===== config.mk =====
export PLATFORM = sky130hd
export DESIGN_NAME = clb_config_bit_locator_core
export DESIGN_NICKNAME = d
export VERILOG_FILES = /design/src/rtl/clb_pkg.sv /design/src/rtl/clb_regs.sv /design/src/rtl/clb_ctrl.sv /design/src/rtl/clb_dpath.sv /design/src/rtl/clb_config_bit_locator_core.sv
export VERILOG_INCLUDE_DIRS = /design/src /design/src/rtl
export SDC_FILE = /design/constraint.sdc
export NUM_CORES = 1
export LEC_CHECK = 0
export BUFFER_PORTS_ARGS = -buffer_cell sky130_fd_sc_hd__clkbuf_2
export CAP_MARGIN = 30
export CELL_PAD_IN_SITES_DETAIL_PLACEMENT = 0
export CELL_PAD_IN_SITES_GLOBAL_PLACEMENT = 1
export CORE_UTILIZATION = 38
export CTS_CLUSTER_SIZE = 10
export DETAILED_ROUTE_END_ITERATION = 10
export GPL_TIMING_DRIVEN = 0
export PLACE_DENSITY_LB_ADDON = 0.08
export REMOVE_ABC_BUFFERS = 1
export SLEW_MARGIN = 30
export SYNTH_ARGS = -nofsm -noshare
export SYNTH_HDL_FRONTEND = slang
export SYNTH_SLANG_ARGS = --single-unit

===== constraint.sdc =====
create_clock -name aclk -period 3.5 [get_ports aclk]
set_clock_uncertainty 0.05 [all_clocks]
set_input_delay 0.525 -clock aclk [delete_from_list [all_inputs] [get_ports aclk]]
set_output_delay 0.525 -clock aclk [all_outputs]
set_load 0.02 [all_outputs]

===== src/rtl/clb_config_bit_locator_core_macros.svh =====
// Assertion macros for the CLB configuration bit locator.
// Used by the top level; expects aclk and aresetn in scope.
`ifndef CLB_CONFIG_BIT_LOCATOR_CORE_MACROS_SVH
`define CLB_CONFIG_BIT_LOCATOR_CORE_MACROS_SVH

// Consequent must hold in the same cycle as the antecedent.
`define CLB_ASSERT_SAME(lbl, ante, cons) \
    lbl: assert property (@(posedge aclk) disable iff (!aresetn) (ante) |-> (cons)) \
        else $error("clb locator: same-cycle check failed");

// Consequent must hold in the cycle after the antecedent.
`define CLB_ASSERT_NEXT(lbl, ante, cons) \
    lbl: assert property (@(posedge aclk) disable iff (!aresetn) (ante) |=> (cons)) \
        else $error("clb locator: next-cycle check failed");

`endif


===== src/rtl/clb_pkg.sv =====
// Shared types and constants for the CLB configuration bit locator.
// No dependencies; imported by every module of the block.
`default_nettype none

package clb_pkg;

    localparam int CFG_ADDR_W = 6;
    localparam int CFG_DATA_W = 64;

    localparam logic [2:0] REG_CLOCK_REGIONS    = 3'd0;
    localparam logic [2:0] REG_CLB_ROW_COUNT    = 3'd1;
    localparam logic [2:0] REG_CLB_COLUMN_COUNT = 3'd2;
    localparam logic [2:0] REG_FRAME_WORDS      = 3'd3;
    localparam logic [2:0] REG_FAMILY_SELECT    = 3'd4;
    localparam logic [2:0] REG_SKIP_TABLE       = 3'd5;

    localparam logic [3:0]  RST_CLOCK_REGIONS    = 4'd2;
    localparam logic [7:0]  RST_CLB_ROW_COUNT    = 8'd100;
    localparam logic [7:0]  RST_CLB_COLUMN_COUNT = 8'd100;
    localparam logic [6:0]  RST_FRAME_WORDS      = 7'd101;
    localparam logic        RST_FAMILY_SELECT    = 1'b0;
    localparam logic [63:0] RST_SKIP_TABLE       = '1;

    localparam int DEF_SKIP_ENTRIES      = 8;
    localparam int DEF_FRAMES_PER_ACCESS = 4;

    localparam logic [5:0] MINOR_LOW  = 6'd26;
    localparam logic [5:0] MINOR_HIGH = 6'd32;

    // The divider works on 8-bit operands, one quotient bit per step.
    localparam int DIV_BITS  = 8;
    localparam int DIV_CNT_W = $clog2(DIV_BITS);

    typedef struct packed {
        logic [3:0]  clock_regions;
        logic [7:0]  clb_row_count;
        logic [7:0]  clb_column_count;
        logic [6:0]  frame_words;
        logic        family_select;
        logic [63:0] skip_table;
    } cfg_t;

    typedef struct packed {
        logic load;
        logic step;
        logic start2;
        logic finish;
    } cmd_t;

    typedef enum logic [2:0] {
        ST_IDLE,
        ST_DIV1,
        ST_SETUP2,
        ST_DIV2,
        ST_DONE
    } state_t;

endpackage

`default_nettype wire


===== src/rtl/clb_regs.sv =====
// Configuration register file with its APB-style access port.
// Depends on clb_pkg for the register map and reset values.
`default_nettype none

module clb_regs import clb_pkg::*; (
    input  wire logic                  aclk,
    input  wire logic                  aresetn,
    input  wire logic                  psel,
    input  wire logic                  penable,
    input  wire logic                  pwrite,
    input  wire logic [CFG_ADDR_W-1:0] paddr,
    input  wire logic [CFG_DATA_W-1:0] pwdata,
    output logic      [CFG_DATA_W-1:0] prdata,
    output logic                       pready,
    output cfg_t                       cfg
);

    cfg_t       cfg_reg;
    cfg_t       cfg_next;
    logic       wr_en;
    logic [2:0] reg_idx;

    assign pready  = 1'b1;
    assign wr_en   = psel && penable && pwrite && pready;
    assign reg_idx = paddr[5:3];
    assign cfg     = cfg_reg;

    always_comb begin
        cfg_next = cfg_reg;
        if (wr_en) begin
            unique case (reg_idx)
                REG_CLOCK_REGIONS:    cfg_next.clock_regions    = pwdata[3:0];
                REG_CLB_ROW_COUNT:    cfg_next.clb_row_count    = pwdata[7:0];
                REG_CLB_COLUMN_COUNT: cfg_next.clb_column_count = pwdata[7:0];
                REG_FRAME_WORDS:      cfg_next.frame_words      = pwdata[6:0];
                REG_FAMILY_SELECT:    cfg_next.family_select    = pwdata[0];
                REG_SKIP_TABLE:       cfg_next.skip_table       = pwdata;
                default: ;
            endcase
        end
    end

    always_ff @(posedge aclk) begin
        if (!aresetn) begin
            cfg_reg.clock_regions    <= RST_CLOCK_REGIONS;
            cfg_reg.clb_row_count    <= RST_CLB_ROW_COUNT;
            cfg_reg.clb_column_count <= RST_CLB_COLUMN_COUNT;
            cfg_reg.frame_words      <= RST_FRAME_WORDS;
            cfg_reg.family_select    <= RST_FAMILY_SELECT;
            cfg_reg.skip_table       <= RST_SKIP_TABLE;
        end else begin
            cfg_reg <= cfg_next;
        end
    end

    always_comb begin
        unique case (reg_idx)
            REG_CLOCK_REGIONS:    prdata = CFG_DATA_W'(cfg_reg.clock_regions);
            REG_CLB_ROW_COUNT:    prdata = CFG_DATA_W'(cfg_reg.clb_row_count);
            REG_CLB_COLUMN_COUNT: prdata = CFG_DATA_W'(cfg_reg.clb_column_count);
            REG_FRAME_WORDS:      prdata = CFG_DATA_W'(cfg_reg.frame_words);
            REG_FAMILY_SELECT:    prdata = CFG_DATA_W'(cfg_reg.family_select);
            REG_SKIP_TABLE:       prdata = cfg_reg.skip_table;
            default:              prdata = '0;
        endcase
    end

endmodule

`default_nettype wire


===== src/rtl/clb_ctrl.sv =====
// Sequencing state machine: request handshake, divider step count, result valid.
// Depends on clb_pkg for the state and command types.
`default_nettype none

module clb_ctrl import clb_pkg::*; (
    input  wire logic aclk,
    input  wire logic aresetn,
    input  wire logic s_valid,
    output logic      s_ready,
    output logic      m_valid,
    input  wire logic m_ready,
    output cmd_t      cmd
);

    state_t               state_reg;
    state_t               state_next;
    logic [DIV_CNT_W-1:0] cnt_reg;
    logic [DIV_CNT_W-1:0] cnt_next;
    logic                 m_valid_reg;
    logic                 m_valid_next;
    logic                 cnt_last;
    logic                 out_free;

    assign cnt_last = (cnt_reg == DIV_CNT_W'(DIV_BITS - 1));
    assign out_free = !m_valid_reg || m_ready;
    assign s_ready  = (state_reg == ST_IDLE);
    assign m_valid  = m_valid_reg;

    // Next state.
    always_comb begin
        state_next = state_reg;
        unique case (state_reg)
            ST_IDLE:   if (s_valid) state_next = ST_DIV1;
            ST_DIV1:   if (cnt_last) state_next = ST_SETUP2;
            ST_SETUP2: state_next = ST_DIV2;
            ST_DIV2:   if (cnt_last) state_next = ST_DONE;
            ST_DONE:   if (out_free) state_next = ST_IDLE;
            default:   state_next = ST_IDLE;
        endcase
    end

    // Commands, step counter and result valid.
    always_comb begin
        cmd      = '0;
        cnt_next = cnt_reg;
        unique case (state_reg)
            ST_IDLE: begin
                cmd.load = s_valid;
                cnt_next = '0;
            end
            ST_DIV1, ST_DIV2: begin
                cmd.step = 1'b1;
                cnt_next = cnt_reg + 1'b1;
            end
            ST_SETUP2: begin
                cmd.start2 = 1'b1;
                cnt_next   = '0;
            end
            ST_DONE: begin
                cmd.finish = out_free;
            end
            default: ;
        endcase
        m_valid_next = cmd.finish || (m_valid_reg && !m_ready);
    end

    always_ff @(posedge aclk) begin
        if (!aresetn) begin
            state_reg   <= ST_IDLE;
            cnt_reg     <= '0;
            m_valid_reg <= 1'b0;
        end else begin
            state_reg   <= state_next;
            cnt_reg     <= cnt_next;
            m_valid_reg <= m_valid_next;
        end
    end

endmodule

`default_nettype wire


===== src/rtl/clb_dpath.sv =====
// Datapath: request registers, shared restoring divider, address arithmetic, result register.
// Depends on clb_pkg for the configuration and command types and constants.
`default_nettype none

module clb_dpath import clb_pkg::*; #(
    parameter int SKIP_ENTRIES      = DEF_SKIP_ENTRIES,
    parameter int FRAMES_PER_ACCESS = DEF_FRAMES_PER_ACCESS
) (
    input  wire logic       aclk,
    input  wire cfg_t       cfg,
    input  wire cmd_t       cmd,
    input  wire logic [7:0] s_slice_y,
    input  wire logic [8:0] s_slice_column,
    input  wire logic [5:0] s_bit_select,
    input  wire logic [5:0] s_minor_frame,
    output logic            m_bottom_half,
    output logic [3:0]      m_region_row,
    output logic [9:0]      m_major_address,
    output logic [5:0]      m_minor_base,
    output logic [9:0]      m_word_index,
    output logic [4:0]      m_bit_index,
    output logic            m_range_error
);

    localparam int SKIP_W = $clog2(SKIP_ENTRIES + 1);
    localparam int REL_W  = (FRAMES_PER_ACCESS > 1) ? $clog2(FRAMES_PER_ACCESS) : 1;

    logic [7:0] row_reg;
    logic [8:0] col_reg;
    logic [5:0] bsel_reg;
    logic [5:0] minor_reg;
    logic [7:0] divisor_reg;
    logic [7:0] quo_reg;
    logic [7:0] rem_reg;
    logic       zero_err_reg;

    logic [8:0] trial;
    logic       fits;
    logic [8:0] diff;
    logic       per_bad;
    logic [7:0] per_calc;

    logic [7:0]        clb;
    logic [SKIP_W-1:0] skips;
    logic [3:0]        mid;
    logic [8:0]        grp;
    logic [8:0]        mid9;
    logic              bottom;
    logic [8:0]        crow_full;
    logic [8:0]        woff;
    logic [5:0]        base;
    logic [5:0]        rel_full;
    logic              in_win;
    logic [REL_W-1:0]  rel;
    logic [9:0]        word;
    logic              coord_err;

    // One restoring-division step: shift in the next dividend bit, subtract if it fits.
    assign trial    = {rem_reg, quo_reg[7]};
    assign fits     = (trial >= {1'b0, divisor_reg});
    assign diff     = trial - {1'b0, divisor_reg};
    assign per_bad  = (cfg.clock_regions == 4'd0) || (quo_reg == 8'd0);
    assign per_calc = per_bad ? 8'd1 : quo_reg;

    always_ff @(posedge aclk) begin
        if (cmd.load) begin
            row_reg     <= s_slice_y;
            col_reg     <= s_slice_column;
            bsel_reg    <= s_bit_select;
            minor_reg   <= s_minor_frame;
            quo_reg     <= cfg.clb_row_count;
            rem_reg     <= '0;
            divisor_reg <= {4'd0, cfg.clock_regions};
        end else if (cmd.step) begin
            quo_reg <= {quo_reg[6:0], fits};
            rem_reg <= fits ? diff[7:0] : trial[7:0];
        end else if (cmd.start2) begin
            // Rows per region is known; now divide the slice row by it.
            zero_err_reg <= per_bad;
            divisor_reg  <= per_calc;
            quo_reg      <= row_reg;
            rem_reg      <= '0;
        end
    end

    assign clb = col_reg[8:1];

    always_comb begin
        skips = SKIP_W'(SKIP_ENTRIES);
        for (int k = SKIP_ENTRIES - 1; k >= 0; k--) begin
            if (cfg.skip_table[8*k +: 8] > clb) skips = SKIP_W'(k);
        end
    end

    always_comb begin
        if (!cfg.clock_regions[0]) begin
            mid = (cfg.clock_regions >> 1) + {3'd0, cfg.family_select};
        end else begin
            mid = (cfg.clock_regions >> 1) + {3'd0, !cfg.family_select};
        end
    end

    assign grp       = {1'b0, quo_reg} + 9'd1;
    assign mid9      = {5'd0, mid};
    assign bottom    = (grp <= mid9);
    assign crow_full = bottom ? (mid9 - grp) : (grp - mid9 - 9'd1);

    assign woff = {rem_reg, (rem_reg >= (divisor_reg >> 1))};

    assign base     = minor_reg[5] ? MINOR_HIGH : MINOR_LOW;
    assign rel_full = minor_reg - base;
    assign in_win   = (minor_reg >= base) && (rel_full < 6'(FRAMES_PER_ACCESS));
    assign rel      = in_win ? rel_full[REL_W-1:0] : '0;
    assign word     = 10'(rel) * 10'(cfg.frame_words) + 10'(woff) + 10'(!bsel_reg[5]);

    assign coord_err = (row_reg >= cfg.clb_row_count) ||
                       (col_reg >= {cfg.clb_column_count, 1'b0});

    always_ff @(posedge aclk) begin
        if (cmd.finish) begin
            m_bottom_half   <= bottom;
            m_region_row    <= crow_full[3:0];
            m_major_address <= 10'(clb) + 10'(skips);
            m_minor_base    <= base;
            m_word_index    <= word;
            m_bit_index     <= bsel_reg[4:0];
            m_range_error   <= zero_err_reg || coord_err || !in_win;
        end
    end

endmodule

`default_nettype wire


===== src/rtl/clb_config_bit_locator_core.sv =====
// Top level of the CLB configuration bit locator: register file, controller, datapath.
// Depends on clb_pkg, clb_regs, clb_ctrl, clb_dpath and the assertion macro header.
`default_nettype none
`include "clb_config_bit_locator_core_macros.svh"

// For each request (a slice coordinate plus one LUT resource bit) this block returns where the
// bit lives in configuration memory: top or bottom half, clock row inside that half, the major
// column address after counting the skip-table thresholds the CLB column has reached, the first
// minor frame of the four-frame read window (26 or 32), the word index inside the window's data,
// the bit index inside that word, and a range error flag. One request is processed at a time and
// its result is loaded into the output register in the ST_DONE state, after both divider passes
// and once any earlier result has been taken; the next request can be accepted in the cycle
// after that load. The work is done by a single 8-bit restoring divider that produces one
// quotient bit per cycle and is used twice (with a setup state between the two passes and a
// final state to load the result): first to find the rows per clock region, then to split the
// slice row into region and offset. The result sits in an output register, so a new request can
// be taken while the previous result still waits for m_ready; the load of the next result then
// waits until that one is taken. Configuration registers sit on an APB-style port, 64-bit data,
// each register at byte address 8 times its index; pready is always high. Registers should only
// be written while no request is outstanding.
module clb_config_bit_locator_core import clb_pkg::*; #(
    parameter int SKIP_ENTRIES      = DEF_SKIP_ENTRIES,
    parameter int FRAMES_PER_ACCESS = DEF_FRAMES_PER_ACCESS
) (
    input  wire logic                  aclk,
    input  wire logic                  aresetn,
    // Configuration port.
    input  wire logic                  psel,
    input  wire logic                  penable,
    input  wire logic                  pwrite,
    input  wire logic [CFG_ADDR_W-1:0] paddr,
    input  wire logic [CFG_DATA_W-1:0] pwdata,
    output logic      [CFG_DATA_W-1:0] prdata,
    output logic                       pready,
    // Request channel.
    input  wire logic                  s_valid,
    output logic                       s_ready,
    input  wire logic [7:0]            s_slice_y,
    input  wire logic [8:0]            s_slice_column,
    input  wire logic [5:0]            s_bit_select,
    input  wire logic [5:0]            s_minor_frame,
    // Result channel.
    output logic                       m_valid,
    input  wire logic                  m_ready,
    output logic                       m_bottom_half,
    output logic [3:0]                 m_region_row,
    output logic [9:0]                 m_major_address,
    output logic [5:0]                 m_minor_base,
    output logic [9:0]                 m_word_index,
    output logic [4:0]                 m_bit_index,
    output logic                       m_range_error
);

    cfg_t cfg;
    cmd_t cmd;

    // The register file holds the device geometry and the skip table.
    clb_regs u_regs (
        .aclk    (aclk),
        .aresetn (aresetn),
        .psel    (psel),
        .penable (penable),
        .pwrite  (pwrite),
        .paddr   (paddr),
        .pwdata  (pwdata),
        .prdata  (prdata),
        .pready  (pready),
        .cfg     (cfg)
    );

    // The controller owns both handshakes and steps the divider.
    clb_ctrl u_ctrl (
        .aclk    (aclk),
        .aresetn (aresetn),
        .s_valid (s_valid),
        .s_ready (s_ready),
        .m_valid (m_valid),
        .m_ready (m_ready),
        .cmd     (cmd)
    );

    // The datapath does the arithmetic and holds the result register.
    clb_dpath #(
        .SKIP_ENTRIES      (SKIP_ENTRIES),
        .FRAMES_PER_ACCESS (FRAMES_PER_ACCESS)
    ) u_dpath (
        .aclk            (aclk),
        .cfg             (cfg),
        .cmd             (cmd),
        .s_slice_y       (s_slice_y),
        .s_slice_column  (s_slice_column),
        .s_bit_select    (s_bit_select),
        .s_minor_frame   (s_minor_frame),
        .m_bottom_half   (m_bottom_half),
        .m_region_row    (m_region_row),
        .m_major_address (m_major_address),
        .m_minor_base    (m_minor_base),
        .m_word_index    (m_word_index),
        .m_bit_index     (m_bit_index),
        .m_range_error   (m_range_error)
    );

    // Only one request is in flight: after an acceptance the input side closes.
    `CLB_ASSERT_NEXT(a_one_in_flight, s_valid && s_ready, !s_ready)
    // A result is never loaded over one that has not been taken.
    `CLB_ASSERT_SAME(a_no_overwrite, cmd.finish, !m_valid || m_ready)
    // The datapath captures request fields only on an actual acceptance.
    `CLB_ASSERT_SAME(a_load_on_accept, cmd.load, s_valid && s_ready)

endmodule

`default_nettype wire

# Word level (Yosys, flattened, before mapping)
# Cells that the tools add are included.
op_classes:
  add_sub_neg: 12
  n_mul: 1
  magnitude_cmp: 15
  eq_ne: 15
  mux: 33
  bitwise_logic: 2
  reduce_logical: 35
op_table:
  columns: ["cell", "count"]
  rows:
  - ["64-bit one-hot mux with 6 select lines", 1]
  - ["8-bit > comparator", 8]
  - ["8-bit two-way mux", 7]
  - ["4-bit two-way mux", 13]
  - ["2-bit AND reduction", 8]
  - ["3-bit one-hot mux with 5 select lines", 1]
  - ["3-bit by 2-bit equality test with 1-bit output, second input constant", 4]
  - ["3-bit equality test, second input constant", 4]
  - ["3-bit two-way mux", 4]
  - ["10-bit by 1-bit adder with 10-bit output", 1]
  - ["9-bit by 9-bit adder with 10-bit output", 1]
  - ["8-bit by 1-bit adder with 9-bit output, second input constant", 1]
  - ["8-bit by 4-bit adder with 9-bit output", 1]
  - ["9-bit by 8-bit greater-or-equal comparator with 1-bit output", 1]
  - ["9-bit greater-or-equal comparator", 1]
  - ["9-bit by 4-bit <= comparator with 1-bit output", 1]
  - ["2-bit by 7-bit multiplier with 9-bit output", 1]
  - ["3-bit by 1-bit adder with 4-bit output", 2]
  - ["8-bit by 7-bit greater-or-equal comparator with 1-bit output", 1]
  - ["8-bit greater-or-equal comparator", 1]
  - ["8-bit zero test", 1]
  - ["2-bit by 1-bit != test with 1-bit output, second input constant", 4]
  - ["4-bit subtractor", 2]
  - ["8-bit subtractor", 1]
  - ["22 further kinds", 43]
totals:
  register_bits: 190
  in_bits: 106
  output_inout_bits: 104
  elab_cells: 138

# Depth between registers and ports, before layout
depth:
  word_depth: 10
  mapped_depth: 17
  mapped_depth_nobuf: 17

# By module
# From an unflattened synthesis, not the netlist that was laid out.
hier_totals:
  cells_unflattened: 1197
  area_unflattened_um2: 11403.4
by_module_without_submodules:
  columns: ["mod", "instances", "cells_each", "area_per_inst_um2", "seq_area_each_um2"]
  rows:
  - ["clb_dpath", 1, 649, 6667.6, 2462.4]
  - ["clb_regs", 1, 511, 4379.2, 1841.8]
  - ["clb_ctrl", 1, 37, 356.6, 140.1]

# Least setup slack after synthesis
# No wires, ideal clock.
synth_path:
  kind: "register -> register"
  startpoint: "register u_dpath.minor_reg[5]"
  endpoint: "register u_dpath.m_word_index[8], data pin"
  setup_ns: 0.258
  arrival_time_ns: 3.445
  t_required_ns: 3.192
  path_slack_ns: -0.253
  path_stages_with_launch: 15
  n_path_buf: 0
  period_less_slack_ns: 3.753
  cell_sequence: "edfxtp_1 -> ha_1 -> a21oi_1 -> mux2i_1 -> nor3_1 -> nand2_1 -> fa_1 -> inv_1 -> ha_1 -> nor2b_1 -> o21ai_0 -> a21boi_1 -> o21a_1 -> o41a_1 -> xor2_1"
synth_via:
  elab_chain_len: 8
  elab_cells_between_ends: 9
  cone_classes: "3 x add/sub; 1 x mul; 2 x order compare; 2 x mux; 1 x reduce/logical"
synth_lines:
  columns: ["item", "line_no", "text"]
  rows:
  - ["start: declaration", "clb_dpath.sv:31", "logic [5:0] minor_reg;"]
  - ["start signal: assignment", "clb_dpath.sv:70", "minor_reg <= s_minor_frame;"]
  - ["6-bit two-way mux", "clb_dpath.sv:110", "assign base = minor_reg[5] ? MINOR_HIGH : MINOR_LOW;"]
  - ["6-bit subtractor", "clb_dpath.sv:111", "assign rel_full = minor_reg - base;"]
  - ["6-bit by 3-bit < comparator with 1-bit output", "clb_dpath.sv:112", "assign in_win = (minor_reg >= base) && (rel_full < 6'(FRAMES_PER_ACCESS));"]
  - ["1-bit logical AND", "clb_dpath.sv:112", null]
  - ["2-bit two-way mux (*)", "clb_dpath.sv:113", "assign rel = in_win ? rel_full[REL_W-1:0] : '0;"]
  - ["2-bit by 7-bit multiplier with 9-bit output (*)", "clb_dpath.sv:114", "assign word = 10'(rel) * 10'(cfg.frame_words) + 10'(woff) + 10'(!bsel_reg[5]);"]
  - ["9-bit by 9-bit adder with 10-bit output (*)", "clb_dpath.sv:114", null]
  - ["10-bit by 1-bit adder with 10-bit output (*)", "clb_dpath.sv:114", null]
  - ["net u_dpath.word[8]", "clb_dpath.sv:55", "logic [9:0] word;"]
  - ["end signal: assignment", "clb_dpath.sv:125", "m_word_index <= word;"]
  - ["end: declaration", "clb_dpath.sv:20", "output logic [9:0] m_word_index,"]
# Mark *: on every way through the listed nets, which the timed path passes. The rest lies on a longest branch.
# A chain may end at the register's enable or synchronous reset.

# Final worst setup path
# Ends and elaborated chain as after synthesis.

==> impl_metrics.tcl <==
set metrics [dict create \
    async_reset_ff_share_pct 0 \
    place_hpwl_um 21900 \
    path_cells "buf_6 -> ha_4 -> a21oi_4 -> mux2i_2 -> buf_4 -> nor3_4 -> nand2_1 -> fa_1 -> inv_2 -> ha_4 -> nor2b_4 -> o21ai_2 -> a21boi_2 -> o21a_1 -> o41a_1 -> xor2_1" \
    rsz0062_at_grt "yes" \
    die_area_sq_um 29300 \
    power_leakage_nw 6.39 \
    highest_layer "met4" \
    numClockSinks 185 \
    drc 0 \
    yosys_register_bits 185 \
    via_per_inst 5.05 \
    met2WireLength_um 15700 \
    maxCapViolCount 0 \
    synth_compound_area_share_pct 11.7 \
    worstPathRequired_ns 3.63 \
    drive_gt1_share_pct 28.2 \
    synth-simple-area-share_pct 20.5 \
    drt-total-wl_um 30900 \
    crit_start "u_dpath.minor_reg[5]" \
    final_area_sq_um 13900 \
    dr.pass1.iters 5 \
    met3WireLength_um 1260 \
    ys_warn_count 0 \
    place_area_sq_um 12300 \
    crit_top_cell "ha_4" \
    end_kind "flop" \
    min_from "s_bit_select[2]" \
    maxSlewHeadroom_pct 40.1 \
    ys_top_cells_by_area "dfxtp_1 20%, edfxtp_1 20%, ha_1 14%, nand2_1 7.4%, nand3_1 3.4%" \
    fin_crit_sh_pct 106 \
    clockBufferDepth 2 \
    cp-start-kind "flop" \
    synth_enable_flop_cells 74 \
    design.core.area_sq_um 27900 \
    drt_iter0_markers 337 \
    die_w_um 171 \
    synth.area.mux_share_pct 2.92 \
    area_growth_pct 27.5 \
    failed_checks "setup timing" \
    status "finished, violations left" \
    pin_count 210 \
    holdWs_ns 0.210 \
    crit_type "reg2reg" \
    synth_top_family_by_area "simple AND/OR/NAND/NOR gates" \
    mostFrequentLayoutCell "nand2_1" \
    finalHoldViolCount 0 \
    yosysTopAreaCellShare_pct 20.4 \
    grt_start_max_net_pins 79 \
    dp_cells 1702 \
    ys_types 73 \
    dp_slack_ns -0.686 \
    ir_drop_mv 0.332 \
    setup_viol 4 \
    cpPeakStageDelay_ns 0.51 \
    worstPathArrival_ns 3.83 \
    worst_slack_ns -0.202 \
    root_buffer "clkbuf_16" \
    instances_no_fill 1788 \
    worstPathMaxFanout 4 \
    start_util_pct 38.9 \
    ant_nets 0 \
    maxSlewViolCount 0 \
    grt_pass1_vias 8700 \
    min_period_ns 3.70 \
    cts_tree "built" \
    clk_latency_ns 0.44 \
    avgSynthCellArea_sq_um 9.27 \
    tns_ns -0.474 \
    final_cell_mix "209 x nand2_1, 200 x clkbuf_2, 110 x dfxtp_1, 96 x ha_1" \
    synth_fa_ha_area_share_pct 15.8 \
    wl_met1_um 13300 \
    ys_seq_area_share_pct 40.9 \
    dr_total_vias 9023 \
    layout.nets 1634 \
    clk_pin_slew_ns 0.08 \
    cts_buffers 17 \
    tightest_slew_ns 0.899 \
    die_y_um 171 \
    antenna_cells 0 \
    track_usage_pct 21.3 \
    r2r_start "u_dpath.minor_reg[5]" \
    synth_top_area_cell "dfxtp_1" \
    gp_congestion 0.809 \
    cts.htree.levels 4 \
    fin_util_pct 49.6 \
    max_freq_mhz 270 \
    synthXorXnorAreaFrac_pct 2.34 \
    power_density_nw_per_um2 438 \
    wire_per_inst_um 17.3 \
    core.rowCount 61 \
    gr-total-overflow 0 \
    nFillCells 2734 \
    synthFlopType "dfxtp_1" \
    io_buffers 202 \
    p_total_mw 6.07 \
    largest_register_ffs 92 \
    grt_pass1_wl_um 47600 \
    synthCells 1173 \
    antenna_found_initial 0 \
    slowest_stage "fa_1" \
    syn-cell-area_sq_um 10900 \
    min_path_type "in2reg" \
]
worst paths after layout:
path                                           endpoint  slack (ns)  depth (start not counted)
worst max-delay path            u_dpath.m_word_index[8]       -0.20                         16
worst min-delay path                u_dpath.bsel_reg[2]        0.21                          1
worst max register to register  u_dpath.m_word_index[8]       -0.20                         16
worst min register to register   u_dpath.m_bit_index[1]        0.37                          0
synth_stat cells, drive strengths merged (25+ instances only):
cell / n
dfxtp: 111
and3: 58
nor2b: 26
a21oi: 39
inv: 85
nor2: 31
nand3: 74
edfxtp: 74
nand2: 215
ha: 121
mux2i: 25
clkbuf: 33
buf: 27
o21ai: 40
timing repair:
| action | CTS | global route |
|---|---|---|
| hold buffers | 0 | 0 |
| resized for setup | 51 | 61 |
| pin swaps | 25 | 40 |
| endpoints found under the setup margin | 11 | 10 |
| setup buffers | 34 | 20 |
critical path: cells and delay by family (launching register included):
| family | cells | cell delay (ns) |
|---|---|---|
| fa+ha+maj | 3 | 1.00 |
| compound gates | 5 | 0.80 |
| simple gates | 3 | 0.47 |
| flops | 1 | 0.45 |
| buf+inv | 3 | 0.35 |
| mux | 1 | 0.17 |
| xor+xnor | 1 | 0.15 |
layer usage:
| layer | up-vias | track usage (%) |
|---|---|---|
| met3 | 24 | 3.96 |
| met1 | 4279 | 25.6 |
| li1 | 4544 | - |
| met2 | 176 | 38.3 |
| met4 | 0 | 5.90 |
| met5 | - | 0 |
report_power, final:
group / leakage, nW / internal (mW) / switching [mW]
clock network: 0.288 / 0.987 / 0.951
registers: 1.59 / 2.37 / 0.0999
logic: 4.51 / 0.769 / 0.897
total: 6.39 / 4.13 / 1.95
kinds of logic after synthesis:
kind of cell,Yosys count
AO/OA/AOI/OAI,190
AND/OR/NAND/NOR,463
XOR/XNOR,29
other,2
multiplexers,28
buffers and inverters,145
flip-flops,185
adder cells (fa/ha/maj),131
area by class of cell:
class | instances | area (sq um) | share of cell area (%)
clock buffers | 19 | 453 | 3.27
clock inverters | 13 | 121 | 0.876
inverters | 85 | 345 | 2.49
multi-input cells | 845 | 6360 | 45.9
flip-flops and latches | 185 | 4450 | 32.1
well taps | 378 | 473 | 3.41
repair buffers | 263 | 1660 | 12.0
Note: power is estimated with default switching activity, not from simulation.
